==> src/rtl/key_value_line_tokenizer_assert.svh <==
// Assertion macros used by the tokenizer back end (kvt_back).
`ifndef KEY_VALUE_LINE_TOKENIZER_ASSERT_SVH
`define KEY_VALUE_LINE_TOKENIZER_ASSERT_SVH

// Same-cycle implication, checked on every rising edge out of reset.
`define KVT_ASSERT_IMPL(lbl, clk, rst_n, ante, cons) \
    lbl: assert property (@(posedge clk) disable iff (!rst_n) (ante) |-> (cons)) \
        else $error("tokenizer check failed (same cycle)");

// Next-cycle implication, checked on every rising edge out of reset.
`define KVT_ASSERT_NEXT(lbl, clk, rst_n, ante, cons) \
    lbl: assert property (@(posedge clk) disable iff (!rst_n) (ante) |=> (cons)) \
        else $error("tokenizer check failed (next cycle)");

`endif

==> src/rtl/kvt_pkg.sv <==
// Types, character codes and command format shared by the tokenizer modules.
package kvt_pkg;

    localparam int PENDING_DEPTH_DEF = 15;
    localparam int QUEUE_DEPTH       = 4;

    localparam logic [7:0] CHAR_EQ    = 8'h3D;
    localparam logic [7:0] CHAR_PCT   = 8'h25;
    localparam logic [7:0] CHAR_TAB   = 8'h09;
    localparam logic [7:0] CHAR_SLASH = 8'h2F;
    localparam logic [7:0] CHAR_HASH  = 8'h23;
    localparam logic [7:0] CHAR_SPACE = 8'h20;
    localparam logic [7:0] CHAR_NUL   = 8'h00;

    typedef enum logic [1:0] {
        KIND_NAME  = 2'd0,
        KIND_QUAL  = 2'd1,
        KIND_VALUE = 2'd2,
        KIND_END   = 2'd3
    } kind_t;

    typedef enum logic [1:0] {
        OP_EMIT  = 2'd0,
        OP_PUSH  = 2'd1,
        OP_CLEAR = 2'd2
    } op_t;

    // One classified item handed from the front to the back.
    typedef struct packed {
        op_t        op;
        kind_t      kind;
        logic [7:0] ch;
        logic       flush;  // emit held qualifier whitespace first
        logic       space;  // emit one collapsed value space first
    } cmd_t;

    typedef struct packed {
        logic full;
        logic avail;
    } q_status_t;

endpackage

==> src/rtl/kvt_queue.sv <==
// Short command queue between the classifying front and the emitting back.
module kvt_queue
    import kvt_pkg::*;
(
    input  logic      clk,
    input  logic      rst_n,
    input  logic      push,
    input  cmd_t      push_cmd,
    input  logic      pop,
    output cmd_t      head,
    output q_status_t status
);

    localparam int PTR_W = (QUEUE_DEPTH > 1) ? $clog2(QUEUE_DEPTH) : 1;
    localparam int CNT_W = $clog2(QUEUE_DEPTH + 1);

    cmd_t             slot_reg [QUEUE_DEPTH];
    logic [PTR_W-1:0] wr_ptr_reg, wr_ptr_next;
    logic [PTR_W-1:0] rd_ptr_reg, rd_ptr_next;
    logic [CNT_W-1:0] count_reg, count_next;

    function automatic logic [PTR_W-1:0] ptr_inc(input logic [PTR_W-1:0] p);
        logic [PTR_W-1:0] r;
        if (p == PTR_W'(QUEUE_DEPTH - 1))
            r = '0;
        else
            r = p + PTR_W'(1);
        return r;
    endfunction

    always_comb
    begin
        wr_ptr_next = push ? ptr_inc(wr_ptr_reg) : wr_ptr_reg;
        rd_ptr_next = pop ? ptr_inc(rd_ptr_reg) : rd_ptr_reg;
        count_next  = count_reg;
        if (push && !pop)
            count_next = count_reg + CNT_W'(1);
        else if (pop && !push)
            count_next = count_reg - CNT_W'(1);
    end

    always_ff @(posedge clk or negedge rst_n)
    begin
        if (!rst_n)
        begin
            wr_ptr_reg <= '0;
            rd_ptr_reg <= '0;
            count_reg  <= '0;
        end
        else
        begin
            wr_ptr_reg <= wr_ptr_next;
            rd_ptr_reg <= rd_ptr_next;
            count_reg  <= count_next;
        end
    end

    always_ff @(posedge clk)
    begin
        if (push)
            slot_reg[wr_ptr_reg] <= push_cmd;
    end

    assign head         = slot_reg[rd_ptr_reg];
    assign status.full  = (count_reg == CNT_W'(QUEUE_DEPTH));
    assign status.avail = (count_reg != '0);

endmodule

==> src/rtl/kvt_front.sv <==
// Line parser: accepts characters, tracks the field phase and queues commands.
module kvt_front
    import kvt_pkg::*;
(
    input  logic       clk,
    input  logic       rst_n,
    input  logic       s_tvalid,
    output logic       s_tready,
    input  logic [7:0] s_tdata,   // [7:0] character
    input  logic       s_tlast,   // line_end
    input  q_status_t  q_status,
    output logic       push,
    output cmd_t       push_cmd
);

    typedef enum logic [7:0] {
        PH_BEFORE_NAME  = 8'b0000_0001,
        PH_NAME         = 8'b0000_0010,
        PH_AFTER_NAME   = 8'b0000_0100,
        PH_QUAL         = 8'b0000_1000,
        PH_DONE         = 8'b0001_0000,
        PH_BEFORE_VALUE = 8'b0010_0000,
        PH_VALUE        = 8'b0100_0000,
        PH_VALUE_WS     = 8'b1000_0000
    } phase_t;

    phase_t phase_reg, phase_next;
    logic   started_reg, started_next;
    logic   ignored_reg, ignored_next;

    logic   accept;
    logic   ws;
    logic   is_eq;
    logic   ign;

    assign s_tready = !q_status.full;
    assign accept   = s_tvalid && s_tready;
    assign ws       = (s_tdata == CHAR_SPACE) || (s_tdata == CHAR_TAB);
    assign is_eq    = (s_tdata == CHAR_EQ);
    assign ign      = ignored_reg || (!started_reg && ((s_tdata == CHAR_SLASH) ||
                      (s_tdata == CHAR_HASH) || (s_tdata == CHAR_PCT)));

    always_comb
    begin
        phase_next     = phase_reg;
        started_next   = started_reg;
        ignored_next   = ignored_reg;
        push           = 1'b0;
        push_cmd.op    = OP_EMIT;
        push_cmd.kind  = KIND_NAME;
        push_cmd.ch    = s_tdata;
        push_cmd.flush = 1'b0;
        push_cmd.space = 1'b0;
        if (accept)
        begin
            if (s_tlast)
            begin
                push           = !ignored_reg;
                push_cmd.kind  = KIND_END;
                push_cmd.ch    = CHAR_NUL;
                push_cmd.flush = (phase_reg == PH_QUAL);
                phase_next     = PH_BEFORE_NAME;
                started_next   = 1'b0;
                ignored_next   = 1'b0;
            end
            else
            begin
                started_next = 1'b1;
                ignored_next = ign;
                if (!ign)
                begin
                    unique case (phase_reg)
                        PH_BEFORE_NAME:
                        begin
                            if (!ws)
                            begin
                                push       = 1'b1;
                                phase_next = PH_NAME;
                            end
                        end
                        PH_NAME:
                        begin
                            if (ws)
                                phase_next = PH_AFTER_NAME;
                            else
                                push = 1'b1;
                        end
                        PH_AFTER_NAME:
                        begin
                            if (is_eq)
                                phase_next = PH_BEFORE_VALUE;
                            else if (!ws)
                            begin
                                push          = 1'b1;
                                push_cmd.kind = KIND_QUAL;
                                phase_next    = PH_QUAL;
                            end
                        end
                        PH_QUAL:
                        begin
                            push          = 1'b1;
                            push_cmd.kind = KIND_QUAL;
                            if (is_eq)
                            begin
                                push_cmd.op = OP_CLEAR;
                                phase_next  = PH_BEFORE_VALUE;
                            end
                            else if (ws)
                                push_cmd.op = OP_PUSH;
                            else
                                push_cmd.flush = 1'b1;
                        end
                        PH_BEFORE_VALUE:
                        begin
                            if (!ws)
                            begin
                                push          = 1'b1;
                                push_cmd.kind = KIND_VALUE;
                                phase_next    = PH_VALUE;
                            end
                        end
                        PH_VALUE:
                        begin
                            push_cmd.kind = KIND_VALUE;
                            if (ws)
                                phase_next = PH_VALUE_WS;
                            else
                                push = 1'b1;
                        end
                        PH_VALUE_WS:
                        begin
                            push_cmd.kind = KIND_VALUE;
                            if (s_tdata == CHAR_PCT)
                                phase_next = PH_DONE;
                            else if (!ws)
                            begin
                                push           = 1'b1;
                                push_cmd.space = 1'b1;
                                phase_next     = PH_VALUE;
                            end
                        end
                        PH_DONE:
                        begin
                            push = 1'b0;
                        end
                        default:
                        begin
                            phase_next = PH_BEFORE_NAME;
                        end
                    endcase
                end
            end
        end
    end

    always_ff @(posedge clk or negedge rst_n)
    begin
        if (!rst_n)
        begin
            phase_reg   <= PH_BEFORE_NAME;
            started_reg <= 1'b0;
            ignored_reg <= 1'b0;
        end
        else
        begin
            phase_reg   <= phase_next;
            started_reg <= started_next;
            ignored_reg <= ignored_next;
        end
    end

endmodule

==> src/rtl/kvt_back.sv <==
// Result sequencer: holds qualifier whitespace and emits result items.
`include "key_value_line_tokenizer_assert.svh"

module kvt_back
    import kvt_pkg::*;
#(
    parameter int PENDING_DEPTH = PENDING_DEPTH_DEF
)
(
    input  logic       clk,
    input  logic       rst_n,
    input  cmd_t       head,
    input  q_status_t  q_status,
    output logic       pop,
    output logic       m_tvalid,
    input  logic       m_tready,
    output logic [7:0] m_tdata,   // [7:0] out_char
    output logic [1:0] m_tuser,   // [1:0] field_kind
    output logic       m_tlast    // last
);

    localparam int CNT_W = $clog2(PENDING_DEPTH + 1);
    localparam int IDX_W = (PENDING_DEPTH > 1) ? $clog2(PENDING_DEPTH) : 1;

    logic             pend_tab_reg [PENDING_DEPTH];
    logic [CNT_W-1:0] cnt_reg, cnt_next;
    logic [CNT_W-1:0] idx_reg, idx_next;
    logic             space_done_reg, space_done_next;

    logic             out_valid_reg, out_valid_next;
    logic [7:0]       out_char_reg;
    kind_t            out_kind_reg;
    logic             out_last_reg;

    logic             out_free;
    logic             load;
    logic             do_flush;
    logic             do_space;
    logic             final_step;
    logic             store_ws;
    logic [7:0]       res_char;
    kind_t            res_kind;
    logic             res_last;

    assign out_free = !out_valid_reg || m_tready;
    assign do_flush = head.flush && (idx_reg < cnt_reg);
    assign do_space = head.space && !space_done_reg;

    always_comb
    begin
        load            = 1'b0;
        pop             = 1'b0;
        final_step      = 1'b0;
        store_ws        = 1'b0;
        cnt_next        = cnt_reg;
        idx_next        = idx_reg;
        space_done_next = space_done_reg;
        res_char        = head.ch;
        res_kind        = head.kind;
        res_last        = 1'b1;
        if (q_status.avail)
        begin
            unique case (head.op)
                OP_EMIT:
                begin
                    if (out_free)
                    begin
                        load = 1'b1;
                        priority if (do_flush)
                        begin
                            // held whitespace goes out in arrival order
                            res_kind = KIND_QUAL;
                            res_char = pend_tab_reg[idx_reg[IDX_W-1:0]] ? CHAR_TAB : CHAR_SPACE;
                            res_last = 1'b0;
                            idx_next = idx_reg + CNT_W'(1);
                        end
                        else if (do_space)
                        begin
                            res_kind        = KIND_VALUE;
                            res_char        = CHAR_SPACE;
                            res_last        = 1'b0;
                            space_done_next = 1'b1;
                        end
                        else
                        begin
                            final_step      = 1'b1;
                            pop             = 1'b1;
                            idx_next        = '0;
                            space_done_next = 1'b0;
                            if (head.flush || head.kind == KIND_END)
                                cnt_next = '0;
                        end
                    end
                end
                OP_PUSH:
                begin
                    pop = 1'b1;
                    // drop whitespace once the store is full
                    if (cnt_reg < CNT_W'(PENDING_DEPTH))
                    begin
                        store_ws = 1'b1;
                        cnt_next = cnt_reg + CNT_W'(1);
                    end
                end
                OP_CLEAR:
                begin
                    pop      = 1'b1;
                    cnt_next = '0;
                end
                default:
                begin
                    pop = 1'b1;
                end
            endcase
        end
        out_valid_next = load ? 1'b1 : (m_tready ? 1'b0 : out_valid_reg);
    end

    always_ff @(posedge clk or negedge rst_n)
    begin
        if (!rst_n)
        begin
            cnt_reg        <= '0;
            idx_reg        <= '0;
            space_done_reg <= 1'b0;
            out_valid_reg  <= 1'b0;
        end
        else
        begin
            cnt_reg        <= cnt_next;
            idx_reg        <= idx_next;
            space_done_reg <= space_done_next;
            out_valid_reg  <= out_valid_next;
        end
    end

    always_ff @(posedge clk)
    begin
        if (store_ws)
            pend_tab_reg[cnt_reg[IDX_W-1:0]] <= (head.ch == CHAR_TAB);
        if (load)
        begin
            out_char_reg <= res_char;
            out_kind_reg <= res_kind;
            out_last_reg <= res_last;
        end
    end

    assign m_tvalid = out_valid_reg;
    assign m_tdata  = out_char_reg;
    assign m_tuser  = out_kind_reg;
    assign m_tlast  = out_last_reg;

    `KVT_ASSERT_IMPL(a_cnt_bound, clk, rst_n, 1'b1, cnt_reg <= CNT_W'(PENDING_DEPTH))
    `KVT_ASSERT_IMPL(a_idx_bound, clk, rst_n, 1'b1, idx_reg <= cnt_reg)
    `KVT_ASSERT_NEXT(a_end_clears, clk, rst_n, final_step && head.kind == KIND_END, cnt_reg == '0)
    `KVT_ASSERT_IMPL(a_flush_qual, clk, rst_n, load && do_flush, res_kind == KIND_QUAL && !res_last)

endmodule

==> src/rtl/key_value_line_tokenizer.sv <==
// A result item passes through the command queue, then the single output
// register of the result sequencer. Throughput: one input item per cycle
// while each yields at most one result and m_tready stays high; a qualifier
// flush or collapsed value space gives extra results. A 4-entry queue absorbs
// short bursts and holds s_tready low once full. Reset (rst_n low,
// asynchronous) empties the queue and output, and clears the parser state.
module key_value_line_tokenizer
    import kvt_pkg::*;
#(
    parameter int PENDING_DEPTH = PENDING_DEPTH_DEF
)
(
    input  logic       clk,
    input  logic       rst_n,
    input  logic       s_tvalid,
    output logic       s_tready,
    input  logic [7:0] s_tdata,   // [7:0] character
    input  logic       s_tlast,   // line_end
    output logic       m_tvalid,
    input  logic       m_tready,
    output logic [7:0] m_tdata,   // [7:0] out_char
    output logic [1:0] m_tuser,   // [1:0] field_kind
    output logic       m_tlast    // last
);

    q_status_t q_status;
    logic      push;
    logic      pop;
    cmd_t      push_cmd;
    cmd_t      head;

    kvt_front u_front (
        .clk      (clk),
        .rst_n    (rst_n),
        .s_tvalid (s_tvalid),
        .s_tready (s_tready),
        .s_tdata  (s_tdata),
        .s_tlast  (s_tlast),
        .q_status (q_status),
        .push     (push),
        .push_cmd (push_cmd)
    );

    kvt_queue u_queue (
        .clk      (clk),
        .rst_n    (rst_n),
        .push     (push),
        .push_cmd (push_cmd),
        .pop      (pop),
        .head     (head),
        .status   (q_status)
    );

    kvt_back #(
        .PENDING_DEPTH (PENDING_DEPTH)
    ) u_back (
        .clk      (clk),
        .rst_n    (rst_n),
        .head     (head),
        .q_status (q_status),
        .pop      (pop),
        .m_tvalid (m_tvalid),
        .m_tready (m_tready),
        .m_tdata  (m_tdata),
        .m_tuser  (m_tuser),
        .m_tlast  (m_tlast)
    );

endmodule

==> config.mk <==
export PLATFORM = sky130hd
export DESIGN_NAME = key_value_line_tokenizer
export DESIGN_NICKNAME = d
export VERILOG_FILES = /design/src/rtl/kvt_pkg.sv /design/src/rtl/kvt_queue.sv /design/src/rtl/kvt_front.sv /design/src/rtl/kvt_back.sv /design/src/rtl/key_value_line_tokenizer.sv
export VERILOG_INCLUDE_DIRS = /design/src /design/src/rtl
export SDC_FILE = /design/constraint.sdc
export NUM_CORES = 1
export LEC_CHECK = 0
export BUFFER_PORTS_ARGS = -buffer_cell sky130_fd_sc_hd__buf_2
export CELL_PAD_IN_SITES_DETAIL_PLACEMENT = 1
export CELL_PAD_IN_SITES_GLOBAL_PLACEMENT = 1
export CORE_ASPECT_RATIO = 2
export CORE_UTILIZATION = 51
export DETAILED_ROUTE_END_ITERATION = 8
export MAX_ROUTING_LAYER = met4
export PLACE_DENSITY_LB_ADDON = 0.12
export SKIP_LAST_GASP = 1
export SLEW_MARGIN = 20
export SYNTH_ARGS = -nofsm -noshare
export SYNTH_HDL_FRONTEND = slang
export SYNTH_SLANG_ARGS = --single-unit
==> constraint.sdc <==
create_clock -name clk -period 3.5 [get_ports clk]
set_input_delay 0.525 -clock clk [delete_from_list [all_inputs] [get_ports clk]]
set_output_delay 0.525 -clock clk [all_outputs]
set_load 0.03 [all_outputs]
## Yosys cells after proc, flatten, opt, wreduce, memory -nomap -nowiden

Memories as Yosys holds them, arrays and structs flattened.
Index checks and enable logic that the tools add are counted.

- Register bits: 38
- Output and inout bits: 13
- Memories kept: 2
- Input port bits: 13
- Bits in writable memories: 71
- Logic and storage cells: 167

- Reductions and logical operators: 31
- Add/subtract/negate cells: 6
- Magnitude comparators: 2
- Muxes and demuxes: 78
- Bitwise operators: 1
- Eq/ne operators: 34

Memory list:

| memory | words | bits a word | rd ports | clocked after memory_dff | write ports | line | source |
|---|---|---|---|---|---|---|---|
| u_queue.slot_reg | 4 | 14 | 1 | 0 | 1 | kvt_queue.sv:17 | `cmd_t slot_reg [QUEUE_DEPTH];` |
| u_back.pend_tab_reg | 15 | 1 | 1 | 0 | 1 | kvt_back.sv:25 | `logic pend_tab_reg [PENDING_DEPTH];` |

Operators with widths:

| kind | number |
|---|---|
| $mux W8 | 16 |
| $pmux W8 S8 | 1 |
| $eq A8 B6 Y1 const B | 6 |
| $mux W1 | 32 |
| $mux W4 | 8 |
| $mux W2 | 14 |
| $eq A8 B4 Y1 const B | 3 |
| $mux W14 | 1 |
| $pmux W4 S3 | 1 |
| $ne A3 B2 Y1 const B | 3 |
| $add A4 B1 Y4 const B | 2 |
| $eq A2 B2 Y1 const B | 4 |
| $eq A8 B1 Y1 const B | 1 |
| $eq A8 B2 Y1 const B | 1 |
| $eq A8 B3 Y1 const B | 1 |
| $eq A8 B5 Y1 const B | 1 |
| $eq A8 B7 Y1 const B | 1 |
| $eq A8 B8 Y1 const B | 1 |
| $ne A2 B1 Y1 const B | 4 |
| $ne A2 B2 Y1 const B | 4 |
| $pmux W2 S4 | 1 |
| $reduce_and A4 Y1 | 2 |
| $reduce_and A8 Y1 | 1 |
| $logic_not A1 Y1 | 7 |
| other kinds (22) | 36 |

## Longest topological paths before layout

Gate-level depths: netlist (run 1).

- Depth after elaboration: 12
- Depth in mapped cells: 12
- Depth with buffers taken out: 12

## By module

A second synthesis (run 1) with hierarchy kept.

- Cell total of the unflattened synthesis: 386
- Area, all modules: 5318.9 µm²

Modules (own cells, without submodules):

| module | area an instance (µm²) | cells an instance | times used |
|---|---|---|---|
| kvt_queue | 2467.4 | 110 | 1 |
| kvt_back | 1866.8 | 157 | 1 |
| kvt_front | 984.7 | 119 | 1 |

## Worst setup path before layout (run 1)

OpenSTA, ideal clock, no wires.

- Path type: register to register
- From: register u_queue.rd_ptr_reg[0]
- To: memory u_back.pend_tab_reg[0], data pin
- Buffers on the path: 2
- Slack: 392 ps
- Stages on the path, launching flop included: 6
- Period minus slack after synthesis: 3108 ps
- Library setup time: 381 ps
- Required time: 3119 ps
- Arrival: 2728 ps
- Path through: dfrtp_1 > buf_6 > buf_2 > mux4_2 > or4_1 > nor4b_1

- Word-level cells in the longest chain between the ends: 2

Ends and longest elaborated chain:

| what | line | source |
|---|---|---|
| start: declaration | kvt_queue.sv:19 | `logic [PTR_W-1:0] rd_ptr_reg, rd_ptr_next;` |
| start signal: assignment | kvt_queue.sv:53 | `rd_ptr_reg <= rd_ptr_next;` |
| $mem_v2 Z4 W14 | -- |  |
| $eq A8 B4 Y1 | kvt_back.sv:140 | `pend_tab_reg[cnt_reg[IDX_W-1:0]] <= (head.ch == CHAR_TAB);` |
| end: declaration | kvt_back.sv:25 |  |

Every way passes these cells.

## Worst setup path after layout (run 1)

- From: register u_front.phase_reg[5]
- To: register u_queue.count_reg[2]

- Word-level cells in the longest chain between the ends: 9
- Elaborated cells on any way between the ends: 17
- Classes of those cells: 7 x eq/ne; 5 x mux; 5 x reduce/logical

Ends and longest elaborated chain:

| what | line | source |
|---|---|---|
| start: declaration | kvt_front.sv:27 | `phase_t phase_reg, phase_next;` |
| start signal: assignment | kvt_front.sv:166 | `phase_reg <= phase_next;` |
| $eq A8 B1 Y1, or another cell as far along | kvt_front.sv:72 | `unique case (phase_reg)` |
| $reduce_or A4 Y1 (no source line) | -- |  |
| $pmux W1 S4 (*) | kvt_front.sv:72 |  |
| $mux W1 (*) | kvt_front.sv:70 | `if (!ign)` |
| $mux W1 (*) | kvt_front.sv:56 | `if (s_tlast)` |
| $mux W1 (*) | kvt_front.sv:54 | `if (accept)` |
| named net push | key_value_line_tokenizer.sv:27 | `logic push;` |
| $logic_not A1 Y1 | kvt_queue.sv:38 | `else if (pop && !push)` |
| $logic_and A1 B1 Y1 | kvt_queue.sv:38 |  |
| $reduce_bool A2 Y1 (no source line) | -- |  |
| end signal: assignment | kvt_queue.sv:54 | `count_reg <= count_next;` |
| end: declaration | kvt_queue.sv:20 | `logic [CNT_W-1:0] count_reg, count_next;` |

The timed path passes the listed nets; every way through them passes the cells marked *.
A chain may end at the register's enable or synchronous reset.

==> metrics, run 1 <==
vias in the first global route 3755; synth warn 0; Leak Pwr about 2.2 nW; mux share of post-synthesis cell area 9.54%; Yosys cell types 71; cts bufs inserted 9; RSZ-0062 raised after global routing no; critical path class reg -> reg; Synth Area in Simple Gates ~14%; # nets final approximately 450; hpwl dp roughly 9000 um; skew final between 8 and 9 ps; vias ~3300; final core utilization 58.9%; initial antenna violation count 0; r2r startpoint u_front.phase_reg[5]$_DFFE_PN0P_; Tightest Pin Transition about 760 ps; Slew Limit Fails 0; Final min period between 3000 and 4000 ps; Top Metal Used met4; Arr. time, crit path approximately 3500 ps; die height 146 um; largest family of logic cells by synthesized area simple AND/OR/NAND/NOR gates; final wirelength between 10000 and 15000 um; Main synth FF type edfxtp_1; crit path from u_front.phase_reg[5]$_DFFE_PN0P_; FF+latch area around 3100 um^2; CP delay by family, top simple AND/OR/NAND/NOR gates; Met1 Wirelength 3810 um; Avg Vias per Cell 5.82; Bufs and invs on worst path 1; power density over the cells roughly 840 nW/um^2; final worst path period share between 90 and 100%; post_cts resized 0; cell count after synthesis ~380; Post-Synth XOR/XNOR Area less than 1%; Row Count between 50 and 60; I/O Buffers 25; Layout fillers between 1000 and 1500; metal3 WL 232 um; clock-pin slew on the worst setup and hold paths approximately 70 ps; status finished clean; CTS max path bufs 2; Antenna diodes 0; FF+latch count, synth between 100 and 150; Cell Area, Synth 5310 um^2; worst min path class in -> async; Crit path top cell by count xor2_1; asr flop ratio synth around a quarter; die area 10900 um^2; GRT overflow 0; Fin Setup TNS 0 ps; syn_nets roughly 400; die extent in x between 70 and 80 um; Startpoint Class register; hold slack approximately 250 ps; cts hold-fix bufs 0; Synth Area in Compound Gates under 10%; drt first pass iters 4; Avg Cell Area, Syn ~14 um^2; Crit path required time between 3000 and 4000 ps; max-cap violations 0; CP endpoint kind register; final setup violating endpoints 0; critical path, cell by cell nor4_4 -> nand2_1 -> or3_1 -> and3_1 -> o21ai_4 -> ha_1 -> inv_1 -> fa_1 -> xor2_1 -> nor2_1 -> xor2_1; Seq/Total Area, Yosys roughly three fifths; Initial Util a little over half; Routed Antenna Nets 0; Slew HR between 40 and 50%; layout cell share with drive strength beyond 1 23.3%; first-pass GRT wire length about 19000 um; DR WL met2 ~7300 um; leading cell type in the layout, fill and taps excluded edfxtp_1; Post-CTS Setup Bufs 0; GR Util All Layers ~25%; maximum vdd drop about 0.47 mV; worst skew pair latency between 300 and 400 ps; CTS tree built; initial detailed-routing violation count ~160; largest net degree at the start of global routing 28; H-tree levels 3; io pins 26; Residual DRC 0; fmax ~0.31 GHz; Multi-input gate area 2040 um^2; WL/cell 21.0 um; core area between 10000 and 15000 um^2; delay of the slowest cell on the worst path ~460 ps; CP max stage cell nor4_4; most frequent cells in the layout 82 x edfxtp_1, 31 x and2_1, 26 x dfrtp_1, 25 x buf_2, 22 x inv_1; clk sink count approximately 110; EDFF count, synth 82; clock root buffer clkbuf_16; max reg flops 56; CP max FO 7; Fin. Hold Viols 0; area grow syn2layout 12.4%; post-synthesis adder-cell area fraction between 3 and 4%; GP Congestion 0.831
==> report_power, final <==
| part | internal (W) | total [W] | leakage (nW) | switching, W |
|---|---|---|---|---|
| registers | 0.00177 | 0.00199 | 1.09 | 0.000221 |
| logic | 0.000840 | 0.00203 | 0.947 | 0.00119 |
| clock network | 0.000557 | 0.00100 | 0.144 | 0.000447 |
==> cell type report <==
cell class | count | area share [%]
Clock buffer | 9 | 3.77
Multi-Input combinational cell | 237 | 34.2
Tap cell | 135 | 2.83
Timing Repair Buffer | 41 | 4.10
Sequential cell | 109 | 52.5
Clock inverter | 7 | 1.21
Inverter | 22 | 1.38
==> cell usage after synthesis, types with 2 or more instances <==
library cell  instances  area share [%]
a211o_1               2            0.33
mux4_2               17             7.2
xnor2_1               2            0.33
nor4_1                2            0.24
a31oi_1               2            0.24
a21oi_1               6            0.57
or3_1                 5            0.59
and2_1               31             3.6
mux2i_1               3            0.57
buf_2                 7            0.66
ha_1                 14             3.3
inv_1                22             1.6
nand2b_1              7            0.82
clkbuf_1              2            0.14
o31ai_1               2            0.28
nor3_1                5            0.47
nand2_1              17             1.2
dfrtp_1              26              12
nor2_1               20             1.4
nor3_2                3            0.57
nor4_4                2            0.80
o21ai_2               2            0.33
edfxtp_1             82              46
or2_1                 2            0.24
o211ai_1              3            0.42
xor2_1                4            0.66
a211oi_1              5            0.71
a21boi_0              2            0.28
a21o_1                3            0.42
a22o_1                4            0.66
nor3b_1               2            0.28
mux2_2                5             1.1
nor2b_1              10             1.2
o21ai_0               5            0.47
mux2_1                2            0.42
nand4_1               4            0.47
o21a_1                2            0.28
o22ai_1               4            0.47
nor4b_1               2            0.33
nand3_1               8            0.75
==> final timing paths <==
path | to | slack, ps | cells after the start
setup / recovery | u_queue.count_reg[2]$_DFFE_PN0P_ | 270 | 11
hold / removal | u_back.cnt_reg[1]$_DFFE_PN0P_ | 250 | 1
setup reg to reg | u_queue.count_reg[2]$_DFFE_PN0P_ | 270 | 11
hold reg to reg | u_queue.count_reg[2]$_DFFE_PN0P_ | 500 | 1
max in group asynchronous | u_front.phase_reg[3]$_DFFE_PN0P_ | 2760 | 1
min in group clk | u_queue.count_reg[2]$_DFFE_PN0P_ | 500 | 1
==> through the flow <==
stage                     setup slack [ps]  power [W]  cells  cell area (um^2)
final                                  271    0.00503    560              5970
after global routing                  48.7    0.00534    560              5970
after CTS                              241    0.00509    560              5970
after detailed placement               280    0.00408    544              5680
after global placement                 351    0.00396    544              5680
after floorplan                        392    0.00346    379              5310
==> per-layer routing <==
layer / GRT usage, % / up-vias
met4: 13.3 / 0
li1: - / 1516
met5: - / -
met3: 4.00 / 27
met1: 22.0 / 1655
met2: 47.7 / 59
==> cell families after synthesis <==
family                   Yosys count
AO/OA/AOI/OAI                     59
XOR/XNOR                           6
adder cells (fa/ha/maj)           15
buffers and inverters             33
flip-flops                       109
multiplexers                      28
AND/OR/NAND/NOR                  129
Power figures use the tool's default switching activity.
==> inputs of run 2 (changes only) <==
--- a/config.mk
+++ b/config.mk
@@ -6,12 +6,12 @@
 export SDC_FILE = /design/constraint.sdc
 export NUM_CORES = 1
 export LEC_CHECK = 0
-export BUFFER_PORTS_ARGS = -buffer_cell sky130_fd_sc_hd__buf_2
 export CELL_PAD_IN_SITES_DETAIL_PLACEMENT = 1
 export CELL_PAD_IN_SITES_GLOBAL_PLACEMENT = 1
 export CORE_ASPECT_RATIO = 2
-export CORE_UTILIZATION = 51
+export CORE_UTILIZATION = 53
 export DETAILED_ROUTE_END_ITERATION = 8
+export DONT_BUFFER_PORTS = 1
 export MAX_ROUTING_LAYER = met4
 export PLACE_DENSITY_LB_ADDON = 0.12
 export SKIP_LAST_GASP = 1
==> run 2 against run 1 <==
Against the previous run:
- power fell by 3.5%
- largest power group is now registers
- critical endpoint unchanged
- flip-flop and latch count is the same
- maximum frequency down 0.65%
- wire length decreased by 2.8%
- core utilization rose by 0.90 points
- via count shrank 4.4%
- final cell count fell by 5.2%
==> metrics, run 2 (synthesis gave the netlist of run 1 again) <==
status finished clean; RSZ-0062 raised after global routing no; worst min path class in -> reg; I/O Buffers 0; M3 GR Usage 4.07%; die height around 140 um; Reg2Reg Setup Slack 250 ps; final wirelength 11500 um; GP Congestion about 0.83; gr busiest metal met2; CP endpoint kind register; Fin Setup TNS 0 ps; Routed Antenna Nets 0; Antenna diodes 0; post_cts resized 0; GR met2 Demand/Resource between 40% and 50%; Post-Layout Cell Count 531; max reg flops 56; skew final around 6.3 ps; final setup violating endpoints 0; Fin. Hold Viols 0; placed standard-cell area approximately 5500 um^2; CTS tree built; initial antenna violation count 0; Initial Util between 50% and 60%; largest net degree at the start of global routing 27; clk sink count between 100 and 150; most frequent cells in the layout 82 x edfxtp_1, 31 x and2_1, 26 x dfrtp_1, 22 x inv_1, 20 x nor2_1; H-tree levels 3; leading cell type in the layout, fill and taps excluded edfxtp_1; CP max FO 7; clock root buffer clkbuf_16; Tot Pwr around 0.0049 W; Startpoint Class register; GRT overflow 0; max-cap violations 0; # placed instances between 500 and 600; die extent in x around 73 um; Multi-input gate area between 2000 and 2500 um^2; WL/cell around 22 um; power density over the cells a little over 800 nW/um^2; drt first pass iters 4; vias in the first global route 3408; Row Count approximately 50; die area about 10000 um^2; CTS max path bufs 2; Residual DRC 0; io pins 26; Slew HR about half; area grow syn2layout 9.80%; layout cell share with drive strength beyond 1 between 15 and 20%; fmax about 0.31 GHz; Layout fillers 969; first-pass GRT wire length around 18000 um; maximum vdd drop 0.395 mV; Leak Pwr slightly above 2 nW; final worst path period share between 90 and 100%; clock-pin slew on the worst setup and hold paths 70 ps; Tightest Pin Transition about 750 ps; GR Util met1 ~22%; # nets final 422; Slew Limit Fails 0; Final min period roughly 3300 ps; FF+latch area 3140 um^2; initial detailed-routing violation count between 100 and 150; Avg Vias per Cell just under 6; vias 3115; worst skew pair latency 350 ps; Crit path required time around 3800 ps; hpwl dp 8620 um; GR Util All Layers around a quarter; design area roughly 5800 um^2; critical path class reg -> reg; cts bufs inserted 9; core area about 10000 um^2; Arr. time, crit path 3520 ps
==> run 2: report_power, final <==
group          switching (W)  internal [W]
Sequential          0.000370       0.00178
Clock               0.000450      0.000487
Combinational        0.00100      0.000764
==> run 2: per-stage QoR <==
step           util (%)  hold slack [ps]  worst slack, ps
3_3_place_gp       56.5              231              361
6_report           59.8              374              250
3_5_place_dp       56.5              231              250
5_1_grt            59.8              378             82.4
4_1_cts            59.7             3.22              224
2_1_floorplan         -              229              392
==> run 2: path summary, 6_finish.rpt <==
kind / cells past startpoint / endpoint / from
hold / removal: 2 / u_front.ignored_reg$_DFFE_PN0P_ / s_tvalid
setup / recovery: 11 / u_queue.count_reg[2]$_DFFE_PN0P_ / u_front.phase_reg[5]$_DFFE_PN0P_
min in group asynchronous: 2 / u_back.m_tvalid$_DFFE_PN0P_ / rst_n
hold reg to reg: 1 / u_queue.count_reg[2]$_DFFE_PN0P_ / u_queue.count_reg[2]$_DFFE_PN0P_
max in group asynchronous: 2 / u_queue.rd_ptr_reg[0]$_DFFE_PN0P_ / rst_n
setup reg to reg: 11 / u_queue.count_reg[2]$_DFFE_PN0P_ / u_front.phase_reg[5]$_DFFE_PN0P_
==> run 2: final cells by class <==
| class | instances | area share [%] |
|---|---|---|
| clock buffer | 10 | 3.92 |
| clock inverter | 6 | 0.815 |
| inverter | 22 | 1.42 |
| multi-input combinational | 237 | 35.0 |
| sequential | 109 | 53.8 |
| tap | 132 | 2.83 |
| timing repair buffer | 15 | 2.23 |
==> run 2: critical path, stage by stage, from the launching register on <==
cell	delay, ps
dfrtp_1	450
nor4_4	460
nand2_1	200
or3_1	440
and3_1	210
o21ai_4	240
ha_1	240
inv_1	70
fa_1	440
xor2_1	170
nor2_1	110
xor2_1	150
==> run 2: timing repair <==
item,CTS,global route
hold endpoints to repair,26,1
setup buffers,0,0
hold buffers,2,1
==> run 2: layer usage <==
| metal | part of all wire, % | wire [um] |
|---|---|---|
| met4 | 3.8 | 439 |
| met2 | 62 | 7080 |
| met1 | 32 | 3670 |
| met3 | 2.3 | 261 |
| met5 | 0 | 0 |
==> inputs of run 3 (changes only) <==
--- a/config.mk
+++ b/config.mk
@@ -6,10 +6,12 @@
 export SDC_FILE = /design/constraint.sdc
 export NUM_CORES = 1
 export LEC_CHECK = 0
+export ABC_AREA = 1
+export CAP_MARGIN = 20
 export CELL_PAD_IN_SITES_DETAIL_PLACEMENT = 1
 export CELL_PAD_IN_SITES_GLOBAL_PLACEMENT = 1
 export CORE_ASPECT_RATIO = 2
-export CORE_UTILIZATION = 53
+export CORE_UTILIZATION = 50
 export DETAILED_ROUTE_END_ITERATION = 8
 export DONT_BUFFER_PORTS = 1
 export MAX_ROUTING_LAYER = met4
==> run 3 against run 2 <==
Against the previous run:
- synthesized cell count is 52% higher
- clock-buffer cell count fell by 1
- clock skew rose by 2.7 ps
==> metrics, run 3 <==
Residual DRC 0; max-cap violations 0; Crit path required time approximately 3700 ps; Leak Pwr 2.48 nW; largest net degree at the start of global routing 32; Post-Layout Cell Count about 730; worst skew pair latency 350 ps; Sequential Power Share roughly two fifths; clock-pin slew on the worst setup and hold paths about 80 ps; GRT overflow 0; Clk pwr share 21.5%; initial antenna violation count 0; Min-Delay Path Depth 1; I/O Buffers 0; vias in the first global route about 4300; synth warn 0; Psw roughly 0.0021 W; Crit path top cell by count nand2_2; Avg Vias per Cell 5.51; maximum vdd drop 0.398 mV; vias 4008; die area 11500 um^2; Fin. Hold Viols 0; final wirelength 13800 um; GP Congestion roughly 0.84; Routed Antenna Nets 0; Worst path depth 14; worst min path class in -> reg; # nets final 610; io pins 26; hpwl dp roughly 10000 um; Tightest Pin Transition roughly 860 ps; die extent in x approximately 76 um; initial detailed-routing violation count 161; max reg flops between 50 and 60; Cell Area, Synth 5540 um^2; GR Util All Layers between 20% and 30%; Post-CTS Setup Bufs 0; Reg2Reg Setup Slack just over 500 ps; final worst path period share 85.3%; Layout fillers ~1200; first-pass GRT wire length between 20000 and 25000 um; Antenna diodes 0; HP Start s_tlast; Arr. time, crit path around 3200 ps; core area 10800 um^2; Cell Int Power roughly 0.0029 W; EDFF count, synth just over 80; asr flop ratio synth 24.8%; syn_nets about 600; delay of the slowest cell on the worst path 450 ps; Reg2Reg Capture Point u_queue.count_reg[2]$_DFFE_PN0P_; Fin Setup TNS 0 ps; critical path class reg -> reg; reg2reg path depth 14; top-area cell type share of the netlist area roughly 44%; Main synth FF type edfxtp_1; power density over the cells between 800 and 900 nW/um^2; # placed instances 709; CTS tree built; largest area contributor in the netlist edfxtp_1; layout cell share with drive strength beyond 1 11.4%; CP max stage cell fa_1; clock root buffer clkbuf_16; clk sink count ~110; critical path, cell by cell nor2_1 -> nand2_2 -> nand2_2 -> nor2_1 -> nand2_1 -> inv_1 -> nand2_2 -> nand2_2 -> ha_1 -> inv_1 -> fa_1 -> a21oi_1 -> o21ai_0 -> xnor2_1; ranking of synthesized cells by area edfxtp_1 44%, dfrtp_1 12%, nand2_1 9.7%, nor2_1 5.4%, nand3_1 3.5%; Yosys cell types 45; skew final roughly 9.0 ps; Startpoint Class register; H-tree levels 3; WL/cell approximately 19 um; Comb pwr share approximately 37%; most frequent cells in the layout 143 x nand2_1, 82 x edfxtp_1, 80 x nor2_1, 44 x inv_1, 39 x nand3_1; Seq/Total Area, Yosys approximately 57%; top cells by count, synth 143 x nand2_1, 82 x edfxtp_1, 80 x nor2_1; final setup violating endpoints 0; sink of the worst hold path u_front.started_reg$_DFFE_PN0P_; Slew HR a little over two fifths; CP delay by family, top simple AND/OR/NAND/NOR gates; CTS max path bufs 2; CP endpoint kind register; Row Count 54; drt first pass iters 4; RSZ-0062 raised after global routing no; cts bufs inserted 9; status finished clean; Final min period around 3000 ps; Avg Cell Area, Syn a little under 10 um^2; Net Sw Frac between 40% and 50%; CP max FO 7; r2r startpoint u_queue.count_reg[0]$_DFFE_PN0P_; FF+latch count, synth 109; die height ~150 um; leading cell type in the layout, fill and taps excluded nand2_1; Bufs and invs on worst path 2; Initial Util 51.2%; fmax roughly 0.34 GHz; cell count after synthesis roughly 580; area grow syn2layout 8.52%; Slew Limit Fails 0; count leader, synth nand2_1
run 3: power by group through the flow:
stage          Clock, W  Sequential [W]  Combinational, W
2_1_floorplan         0         0.00204           0.00153
3_3_place_gp          0         0.00212           0.00177
3_5_place_dp          0         0.00214           0.00187
4_1_cts         0.00111         0.00211           0.00190
5_1_grt         0.00115         0.00214           0.00211
6_report        0.00109         0.00211           0.00188
run 3: how the worst max path moves through the flow:
| stage | from | to | slack, ps |
|---|---|---|---|
| finish | u_queue.count_reg[0]$_DFFE_PN0P_ | u_queue.count_reg[2]$_DFFE_PN0P_ | 520 |
| detailed placement | u_queue.count_reg[0]$_DFFE_PN0P_ | u_queue.count_reg[2]$_DFFE_PN0P_ | 570 |
| CTS | u_queue.count_reg[0]$_DFFE_PN0P_ | u_queue.count_reg[2]$_DFFE_PN0P_ | 540 |
| global placement | u_queue.count_reg[0]$_DFFE_PN0P_ | u_queue.count_reg[2]$_DFFE_PN0P_ | 660 |
| floorplan | u_back.cnt_reg[1]$_DFFE_PN0P_ | u_queue.count_reg[2]$_DFFE_PN0P_ | 1030 |
| global route | u_queue.count_reg[0]$_DFFE_PN0P_ | u_queue.count_reg[2]$_DFFE_PN0P_ | 300 |
run 3: area by class of cell:
type / count / area (um^2) / share of cell area (%)
clock inverters: 7 / 97.6 / 1.62
multi-input cells: 399 / 2080 / 34.6
inverters: 55 / 216 / 3.60
flip-flops and latches: 109 / 3140 / 52.3
clock buffers: 9 / 225 / 3.75
repair buffers: 8 / 75.1 / 1.25
well taps: 140 / 175 / 2.92
run 3: what timing repair did:
| action | 4_1_cts | 5_1_grt |
|---|---|---|
| gates resized for setup | 0 | 0 |
| hold endpoints to repair | 26 | 0 |
| hold buffers | 2 | 0 |
| setup endpoints to repair | 0 | 0 |
run 3: metal layers:
metal / vias up / GRT usage [%] / share of wire [%] / routed length, um
met3: 30 / 3.13 / 2.2 / 297
met2: 59 / 53.0 / 61 / 8350
li1: 1939 / - / - / -
met5: - / - / 0 / 0
met4: 0 / 12.1 / 3.5 / 487
met1: 1980 / 22.9 / 34 / 4630
run 3: per-stage QoR:
step | hold slack [ps] | total power, W | area, um^2 | utilization (%) | setup WS (ps)
2_1_floorplan | 229 | 0.00357 | 5540 | - | 1030
3_3_place_gp | 231 | 0.00388 | 5650 | 52.3 | 661
3_5_place_dp | 231 | 0.00401 | 5650 | 52.3 | 573
4_1_cts | 269 | 0.00513 | 6010 | 55.6 | 541
5_1_grt | 277 | 0.00540 | 6010 | 55.6 | 300
6_report | 278 | 0.00508 | 6010 | 55.6 | 516
run 3: kinds of logic after synthesis:
group | count (synthesis) | share of synthesized area (%)
flip-flops | 109 | 56.7
adder cells (fa/ha/maj) | 15 | 3.53
multiplexers | 1 | 0.203
XOR/XNOR | 6 | 0.949
AO/OA/AOI/OAI | 61 | 7.19
AND/OR/NAND/NOR | 316 | 25.7
buffers and inverters | 68 | 5.74
